<file path="src/hw/rtl/agd_pkg.sv">
// ----------------------------------------------------------------------------
// agd_pkg: shared types and constants for the ADC to LED gradient duty map
// Field widths, register indexes and the payload and pipeline stage structs.
// ----------------------------------------------------------------------------
`default_nettype none

package agd_pkg;

    localparam int SAMPLE_BITS = 12;
    localparam int DUTY_BITS   = 16;
    // product of a sample-wide value and a duty, also the divider remainder
    localparam int REM_BITS    = SAMPLE_BITS + DUTY_BITS;
    localparam int ADDR_BITS   = 4;

    localparam logic [1:0] REG_SAFE_LIMIT      = 2'd0;
    localparam logic [1:0] REG_EMERGENCY_LIMIT = 2'd1;
    localparam logic [1:0] REG_FULL_DUTY       = 2'd2;

    typedef struct packed {
        logic [SAMPLE_BITS-1:0] sample;
        logic                   latched;
    } t_in_item;

    typedef struct packed {
        logic [DUTY_BITS-1:0] red_level;
        logic [DUTY_BITS-1:0] green_level;
        logic                 blink_red;
    } t_out_item;

    typedef struct packed {
        logic                   blink;
        logic                   div_red;    // quotient replaces red
        logic                   div_green;  // quotient replaces green
        logic [DUTY_BITS-1:0]   red;
        logic [DUTY_BITS-1:0]   green;
        logic [SAMPLE_BITS-1:0] span;
        logic [REM_BITS-1:0]    rem;
        logic [DUTY_BITS-1:0]   quo;
    } t_stage;

endpackage

`default_nettype wire

</file>
<file path="src/hw/rtl/agd_div_pipe.sv">
// ----------------------------------------------------------------------------
// agd_div_pipe: pipelined restoring divider, one quotient bit per stage
// Divides rem by span over DUTY_BITS register stages; stalled stages hold,
// empty stages fill while later ones wait.
// ----------------------------------------------------------------------------
`default_nettype none

module agd_div_pipe (
    input  wire logic           i_clk,
    input  wire logic           i_rst_n,
    input  wire logic           i_valid,
    input  wire agd_pkg::t_stage i_data,
    output logic                o_stall,
    output logic                o_valid,
    output agd_pkg::t_stage     o_data,
    input  wire logic           i_stall
);

    localparam int NSTG = agd_pkg::DUTY_BITS;

    logic            r_vld [NSTG];
    agd_pkg::t_stage r_stg [NSTG];
    logic            load  [NSTG];
    logic            src_vld [NSTG];
    agd_pkg::t_stage src   [NSTG];
    agd_pkg::t_stage n_stg [NSTG];

    for (genvar k = 0; k < NSTG; k++) begin : g_step
        localparam int SH = NSTG - 1 - k;

        logic [agd_pkg::REM_BITS-1:0] trial;

        if (k == 0) begin : g_first
            assign src_vld[k] = i_valid;
            assign src[k]     = i_data;
        end else begin : g_next
            assign src_vld[k] = r_vld[k-1];
            assign src[k]     = r_stg[k-1];
        end

        if (k == NSTG - 1) begin : g_last
            assign load[k] = !r_vld[k] || !i_stall;
        end else begin : g_mid
            assign load[k] = !r_vld[k] || load[k+1];
        end

        assign trial = agd_pkg::REM_BITS'(src[k].span) << SH;

        always_comb begin
            n_stg[k] = src[k];
            if (src[k].rem >= trial) begin
                n_stg[k].rem     = src[k].rem - trial;
                n_stg[k].quo[SH] = 1'b1;
            end
        end

        always_ff @(posedge i_clk) begin
            if (!i_rst_n) begin
                r_vld[k] <= 1'b0;
            end else if (load[k]) begin
                r_vld[k] <= src_vld[k];
            end
            if (load[k] && src_vld[k]) begin
                r_stg[k] <= n_stg[k];
            end
        end
    end

    assign o_stall = !load[0];
    assign o_valid = r_vld[NSTG-1];
    assign o_data  = r_stg[NSTG-1];

    // a finished division leaves a remainder below the divisor
    a_rem_below_span: assert property (@(posedge i_clk) disable iff (!i_rst_n)
        r_vld[NSTG-1] && (r_stg[NSTG-1].div_red || r_stg[NSTG-1].div_green)
        |-> r_stg[NSTG-1].rem < agd_pkg::REM_BITS'(r_stg[NSTG-1].span))
        else $error("divider remainder not below divisor");

    // a held first stage keeps its contents
    a_first_holds: assert property (@(posedge i_clk) disable iff (!i_rst_n)
        r_vld[0] && !load[0] |=> $stable(r_stg[0]))
        else $error("stalled divider stage changed");

    // a stalled result stays valid and unchanged
    a_last_holds: assert property (@(posedge i_clk) disable iff (!i_rst_n)
        r_vld[NSTG-1] && i_stall |=> r_vld[NSTG-1] && $stable(r_stg[NSTG-1]))
        else $error("stalled divider result changed");

endmodule

`default_nettype wire

</file>
<file path="src/hw/rtl/adc_to_led_gradient_duty.sv">
// ----------------------------------------------------------------------------
// adc_to_led_gradient_duty: ADC sample to red/green LED PWM duty map
// Classifies the sample against the safe and emergency limits, scales the
// ramp by full_duty and divides by the zone span in a pipelined divider.
// ----------------------------------------------------------------------------
//  channel   direction  handshake                  payload
//  in        input      i_in_valid / o_in_stall    agd_pkg::t_in_item
//  out       output     o_out_valid / i_out_stall  agd_pkg::t_out_item
//  cfg       input      APB write, pready tied 1   safe, emergency, full duty
//
//  One transaction per cycle while the output is not stalled; each one passes stage A,
//  stage B, the one-bit-per-stage divider and the output stage, in that order.
//  Synchronous active-low reset empties the pipeline and loads register
//  defaults. A stall at the output holds the output stage; earlier stages keep
//  filling bubbles, and o_in_stall rises only when every stage is occupied.
// ----------------------------------------------------------------------------
`default_nettype none

module adc_to_led_gradient_duty (
    input  wire logic                            i_clk,
    input  wire logic                            i_rst_n,
    // input channel
    input  wire logic                            i_in_valid,
    input  wire agd_pkg::t_in_item               i_in_data,
    output logic                                 o_in_stall,
    // output channel
    output logic                                 o_out_valid,
    output agd_pkg::t_out_item                   o_out_data,
    input  wire logic                            i_out_stall,
    // configuration
    input  wire logic                            i_psel,
    input  wire logic                            i_penable,
    input  wire logic                            i_pwrite,
    input  wire logic [agd_pkg::ADDR_BITS-1:0]   i_paddr,
    input  wire logic [31:0]                     i_pwdata,
    output logic [31:0]                          o_prdata,
    output logic                                 o_pready
);

    localparam int SB = agd_pkg::SAMPLE_BITS;
    localparam int DB = agd_pkg::DUTY_BITS;

    logic [SB-1:0] r_safe;
    logic [SB-1:0] r_emerg;
    logic [DB-1:0] r_full;

    logic            r_a_vld, r_b_vld, r_out_vld;
    agd_pkg::t_stage r_a, r_b, n_a, n_b;
    agd_pkg::t_out_item r_out, n_out;

    logic            a_load, b_load, out_load;
    logic            div_stall, div_vld;
    agd_pkg::t_stage div_data;
    logic [1:0]      reg_idx;

    // ---------------- configuration ----------------
    assign reg_idx  = i_paddr[3:2];
    assign o_pready = 1'b1;

    always_ff @(posedge i_clk) begin
        if (!i_rst_n) begin
            r_safe  <= '0;
            r_emerg <= SB'(4095);
            r_full  <= '0;
        end else if (i_psel && i_penable && i_pwrite) begin
            unique case (reg_idx)
                agd_pkg::REG_SAFE_LIMIT:      r_safe  <= i_pwdata[SB-1:0];
                agd_pkg::REG_EMERGENCY_LIMIT: r_emerg <= i_pwdata[SB-1:0];
                agd_pkg::REG_FULL_DUTY:       r_full  <= i_pwdata[DB-1:0];
                default: ;
            endcase
        end
    end

    always_comb begin
        unique case (reg_idx)
            agd_pkg::REG_SAFE_LIMIT:      o_prdata = 32'(r_safe);
            agd_pkg::REG_EMERGENCY_LIMIT: o_prdata = 32'(r_emerg);
            agd_pkg::REG_FULL_DUTY:       o_prdata = 32'(r_full);
            default:                      o_prdata = '0;
        endcase
    end

    // ---------------- flow control ----------------
    assign out_load   = !r_out_vld || !i_out_stall;
    assign b_load     = !r_b_vld || !div_stall;
    assign a_load     = !r_a_vld || b_load;
    assign o_in_stall = !a_load;

    // ---------------- stage A: zone select ----------------
    always_comb begin
        n_a           = '0;
        n_a.span      = r_safe;
        if (i_in_data.latched) begin
            n_a.blink = 1'b1;
        end else if (i_in_data.sample <= r_safe) begin
            n_a.green = r_full;
            if (r_safe == '0) begin
                n_a.red = '0;
            end else if (i_in_data.sample == r_safe) begin
                n_a.red = r_full;
            end else begin
                n_a.div_red = 1'b1;
                n_a.rem     = agd_pkg::REM_BITS'(i_in_data.sample);
            end
        end else if (i_in_data.sample >= r_emerg) begin
            n_a.red = r_full;
        end else begin
            // safe < sample < emergency: ramp down, span is nonzero
            n_a.red       = r_full;
            n_a.div_green = 1'b1;
            n_a.span      = r_emerg - r_safe;
            n_a.rem       = agd_pkg::REM_BITS'(r_emerg - i_in_data.sample);
        end
    end

    always_ff @(posedge i_clk) begin
        if (!i_rst_n) begin
            r_a_vld <= 1'b0;
        end else if (a_load) begin
            r_a_vld <= i_in_valid;
        end
        if (a_load && i_in_valid) begin
            r_a <= n_a;
        end
    end

    // ---------------- stage B: numerator product ----------------
    always_comb begin
        n_b     = r_a;
        n_b.rem = r_a.rem[SB-1:0] * r_full;
    end

    always_ff @(posedge i_clk) begin
        if (!i_rst_n) begin
            r_b_vld <= 1'b0;
        end else if (b_load) begin
            r_b_vld <= r_a_vld;
        end
        if (b_load && r_a_vld) begin
            r_b <= n_b;
        end
    end

    // ---------------- divider ----------------
    agd_div_pipe u_div (
        .i_clk   (i_clk),
        .i_rst_n (i_rst_n),
        .i_valid (r_b_vld),
        .i_data  (r_b),
        .o_stall (div_stall),
        .o_valid (div_vld),
        .o_data  (div_data),
        .i_stall (!out_load)
    );

    // ---------------- output register ----------------
    always_comb begin
        n_out.blink_red   = div_data.blink;
        n_out.red_level   = div_data.div_red   ? div_data.quo : div_data.red;
        n_out.green_level = div_data.div_green ? div_data.quo : div_data.green;
    end

    always_ff @(posedge i_clk) begin
        if (!i_rst_n) begin
            r_out_vld <= 1'b0;
        end else if (out_load) begin
            r_out_vld <= div_vld;
        end
        if (out_load && div_vld) begin
            r_out <= n_out;
        end
    end

    assign o_out_valid = r_out_vld;
    assign o_out_data  = r_out;

    // ---------------- assertions ----------------
    a_blink_zero: assert property (@(posedge i_clk) disable iff (!i_rst_n)
        r_out_vld && r_out.blink_red
        |-> r_out.red_level == '0 && r_out.green_level == '0)
        else $error("blink result carries nonzero levels");

    a_one_full: assert property (@(posedge i_clk) disable iff (!i_rst_n)
        r_out_vld && !r_out.blink_red
        |-> r_out.red_level == r_full || r_out.green_level == r_full)
        else $error("neither channel at full duty");

    a_zero_duty: assert property (@(posedge i_clk) disable iff (!i_rst_n)
        r_out_vld && r_full == '0
        |-> r_out.red_level == '0 && r_out.green_level == '0)
        else $error("nonzero level with zero full duty");

    a_stall_full: assert property (@(posedge i_clk) disable iff (!i_rst_n)
        o_in_stall |-> r_a_vld && r_b_vld && div_stall)
        else $error("input stalled with an empty stage ahead");

endmodule

`default_nettype wire
</file>
<file path="config.mk">
export PLATFORM = sky130hd
export DESIGN_NAME = adc_to_led_gradient_duty
export DESIGN_NICKNAME = d
export VERILOG_FILES = /design/src/hw/rtl/agd_pkg.sv /design/src/hw/rtl/agd_div_pipe.sv /design/src/hw/rtl/adc_to_led_gradient_duty.sv
export SDC_FILE = /design/constraint.sdc
export NUM_CORES = 2
export LEC_CHECK = 0
export BUFFER_PORTS_ARGS = -buffer_cell sky130_fd_sc_hd__buf_2
export CAP_MARGIN = 40
export CORE_MARGIN = 3
export CORE_UTILIZATION = 59
export CTS_BUF_LIST = sky130_fd_sc_hd__clkbuf_8
export DETAILED_ROUTE_END_ITERATION = 12
export PLACE_DENSITY = 0.79
export SYNTH_ARGS = -nofsm -noshare
export SYNTH_HDL_FRONTEND = slang
export SYNTH_SLANG_ARGS = --single-unit
</file>
<file path="constraint.sdc">
create_clock -name i_clk -period 10.5 [get_ports i_clk]
set_clock_uncertainty 0.1 [all_clocks]
set_input_delay 2.1 -clock i_clk [delete_from_list [all_inputs] [get_ports i_clk]]
set_output_delay 2.1 -clock i_clk [all_outputs]
set_load 0.005 [all_outputs]
</file>
==> out/qor.csv <==
stage;metric;value;unit
floorplanning;dieArea;120000;um2
clock_tree;cts.reportedPaths.clkPinSlew;0.07;ns
floorplanning;core.rowCount;124;
setup_path;reg2reg_depth;18;
setup_path;reg2reg_from;r_full[2];
finish;drive_gt1_share;10.1;%
route;viasPerCell;5.49;
route;vias;37405;
synth;synth-edff-count;1478;
clock_tree;cts-root-buf;clkbuf_8;
route;wl_per_cell;17.6;um
finish;finalNetCount;5620;
setup_path;crit_end;o_in_stall;
timing;setup_tns;0;ns
setup_path;required;8.30;ns
synth;ys_top_cells_by_area;edfxtp_1, ha_1, fa_1;
clock_tree;cts_resized;0;
clock_tree;insertion_delay;0.89;ns
synth;yosys.area.top_type_share;65.1;%
route;postRouteAntennaNets;0;
timing;min_period;7.93;ns
grt;grt_overflow;0;
placement;placed_area;70700;um2
clock_tree;postCtsSetupBuffers;0;
finish;final_cell_mix;edfxtp_1, inv_1, nand2_1;
placement;portBuffers;88;
clock_tree;clk_path_buf_depth;3;
synth;syn_area;68200;um2
setup_path;end_kind;primary output;
setup_path;cp-startpoint;i_out_stall;
setup_path;slowest_stage;nor3_2;
grt;grt_pass1_wl;193000;um
floorplanning;die_x;346;um
route;routed_wl;120000;um
setup_path;worst_path_largest_cell_delay;0.67;ns
timing;fin_crit_sh;75.6;%
setup_path;cp.buffers_inverters;2;
timing;final-setup-viol-count;0;
pwr;p_leak;27.8;nW
setup_path;critPathTopFamily;simple AND/OR/NAND/NOR gates;
synth;netlist-cell-type-count;88;
finish;syn2layout_area_growth;9.83;%
timing;clock.fmax;126;MHz
route;drc;0;
min_path;hold_start;u_div.r_stg[0][72];
setup_path;r2r_end;r_b[43];
timing;slew_headroom;37.7;%
setup_path;crit_fanout;7;
pwr;p_per_area;151;nW/um2
setup_path;crit_type;input pin to primary output;
timing;timing_hold_violations_final;0;
floorplanning;core;115000;um2
finish;final_common_cell;edfxtp_1;
synth;async_flop_share;0;%
placement;gp_congestion;0.925;
synth;yosysSeqAreaShare;66.3;%
pwr;vdd_drop_max;97.5;uV
setup_path;cp_cell_sequence;buf_2 -> and3_1 -> and3_1 -> nand3_1 -> nor3_2 -> and4_1 -> and3_1 -> and3_1 -> and2_1 -> buf_2;
floorplanning;die_h;346;um
clock_tree;h-tree-depth;4;
grt;grt_antenna_before_repair;2;
clock_tree;cts_buffers;222;
setup_path;critical_path_depth;10;
clock_tree;postCtsHoldBufs;0;
timing;rsz0062_at_grt;no;
placement;place_hpwl;87700;um
clock_tree;clkSinkCount;1522;
grt;grt_max_degree;77;
setup_path;worstPathArrival;5.73;ns
setup_path;regToRegSetupSlack;3.73;ns
floorplanning;start_util;59.6;%
synth;yosys_warnings;0;
synth;yosys_most_used_dff;edfxtp_1;
floorplanning;ios;124;
synth;syn_avg_cell_area;14.1;um2
synth;netlist_instances;4851;
run_status;status;finished clean;
min_path;hold_class;register to register;
setup_path;cp-start-kind;input pin;
finish;fillCellCount;7703;
grt;grtUsageTotal;20.2;%
clock_tree;cts_tree;built;
timing;slew_viol_final;0;
finish;design_area;74900;um2
synth;ys_ff_latch;1522;
setup_path;cp_common_cell;and3_1;
timing;max_slew.worst_pin.slew;0.931;ns
job;maxCapViolations;0;
route;drt-pass1-iter-count;6;
synth;yosys.area.top_type;edfxtp_1;
route;drt_iter0_drc;2104;
grt;grt_pass1_vias;38736;
==> routing by layer <==
metal / wire (um) / vias to the layer above / global-route usage, %
li1: - / 18011 / -
met1: 44200 / 18159 / 21.7
met2: 65800 / 931 / 38.6
met3: 4890 / 304 / 3.22
met4: 5110 / 0 / 9.64
met5: 0 / - / 0
==> flip-flops by register name, summed over array words and instances, names as in the netlist <==
signal	cells
o_out_valid	1
r_a_vld	1
u_div.r_stg	1296
r_safe	12
u_div.r_vld	16
r_b	75
r_emerg	12
n_b	47
o_out_data	33
r_b_vld	1
r_full	16
r_a	12
==> where the power goes <==
group | leakage, nW | internal [mW] | total, mW | switching (mW)
Combinational | 11.9 | 0.0975 | 0.257 | 0.160
Sequential | 13.6 | 6.64 | 6.69 | 0.0423
Clock | 2.36 | 2.19 | 4.40 | 2.20
Total | 27.8 | 8.94 | 11.3 | 2.40
==> worst min path at each step <==
stage,endpoint,slack (ns),depth (start not counted)
global placement,u_div.r_stg[1][639],0.30,0
finish,u_div.r_stg[0][163],0.29,0
global route,u_div.r_stg[0][353],0.28,0
CTS,u_div.r_stg[0][355],0.28,0
floorplan,o_out_data[0],0.30,0
detailed placement,r_b[58],0.30,0
==> layout make-up <==
class / instances / area [um2] / share of cell area, %
diodes: 3 / 7.51 / 0.0100
clock buffers: 224 / 3080 / 4.11
clock inverters: 179 / 1110 / 1.48
inverters: 478 / 1790 / 2.39
multi-input cells: 2752 / 20900 / 27.9
flip-flops and latches: 1522 / 45300 / 60.4
well taps: 1512 / 1890 / 2.52
repair buffers: 138 / 908 / 1.21
==> cells by family after synthesis <==
logic type / after synthesis / share of synthesized area [%]
muxes: 101 / 1.59
xor gates and xnor gates: 262 / 3.36
and+or+nand+nor: 1230 / 9.00
other: 2 / 0.0110
adders and majority gates: 450 / 9.98
DFF: 1522 / 66.3
buffers and inverters: 592 / 3.37
AOI/OAI and AO/OA: 692 / 6.35
==> cell usage after synthesis (all sizes together) (5+ instances only) <==
library cell / number
a211oi: 17
a21boi: 42
a21o: 68
a21oi: 187
a31o: 7
a31oi: 16
and2: 128
and3: 28
buf: 26
clkbuf: 88
dfxtp: 44
edfxtp: 1478
fa: 157
ha: 293
inv: 478
mux2: 58
mux2i: 43
nand2: 420
nand2b: 44
nand3: 68
nand3b: 8
nand4: 25
nand4b: 17
nor2: 196
nor2b: 67
nor3: 76
nor3b: 5
nor4: 64
nor4b: 12
o2111ai: 5
o211a: 6
o211ai: 11
o21a: 43
o21ai: 205
o21bai: 14
o31ai: 31
or2: 14
or3: 32
or4: 14
xnor2: 138
xor2: 124
==> through the flow <==
stage / hold WS, ns / instances / setup WS, ns / power, mW / utilization [%]
3_3_place_gp: 0.300 / 6394 / 2.75 / 7.06 / 61.6
3_5_place_dp: 0.305 / 6402 / 2.58 / 7.07 / 61.8
2_1_floorplan: 0.300 / 4866 / 0.574 / 6.98 / -
6_report: 0.290 / 6808 / 2.57 / 11.3 / 65.4
4_1_cts: 0.277 / 6805 / 2.54 / 11.5 / 65.4
5_1_grt: 0.285 / 6807 / 2.37 / 11.8 / 65.4
Note: power is estimated with default switching activity, not from simulation.
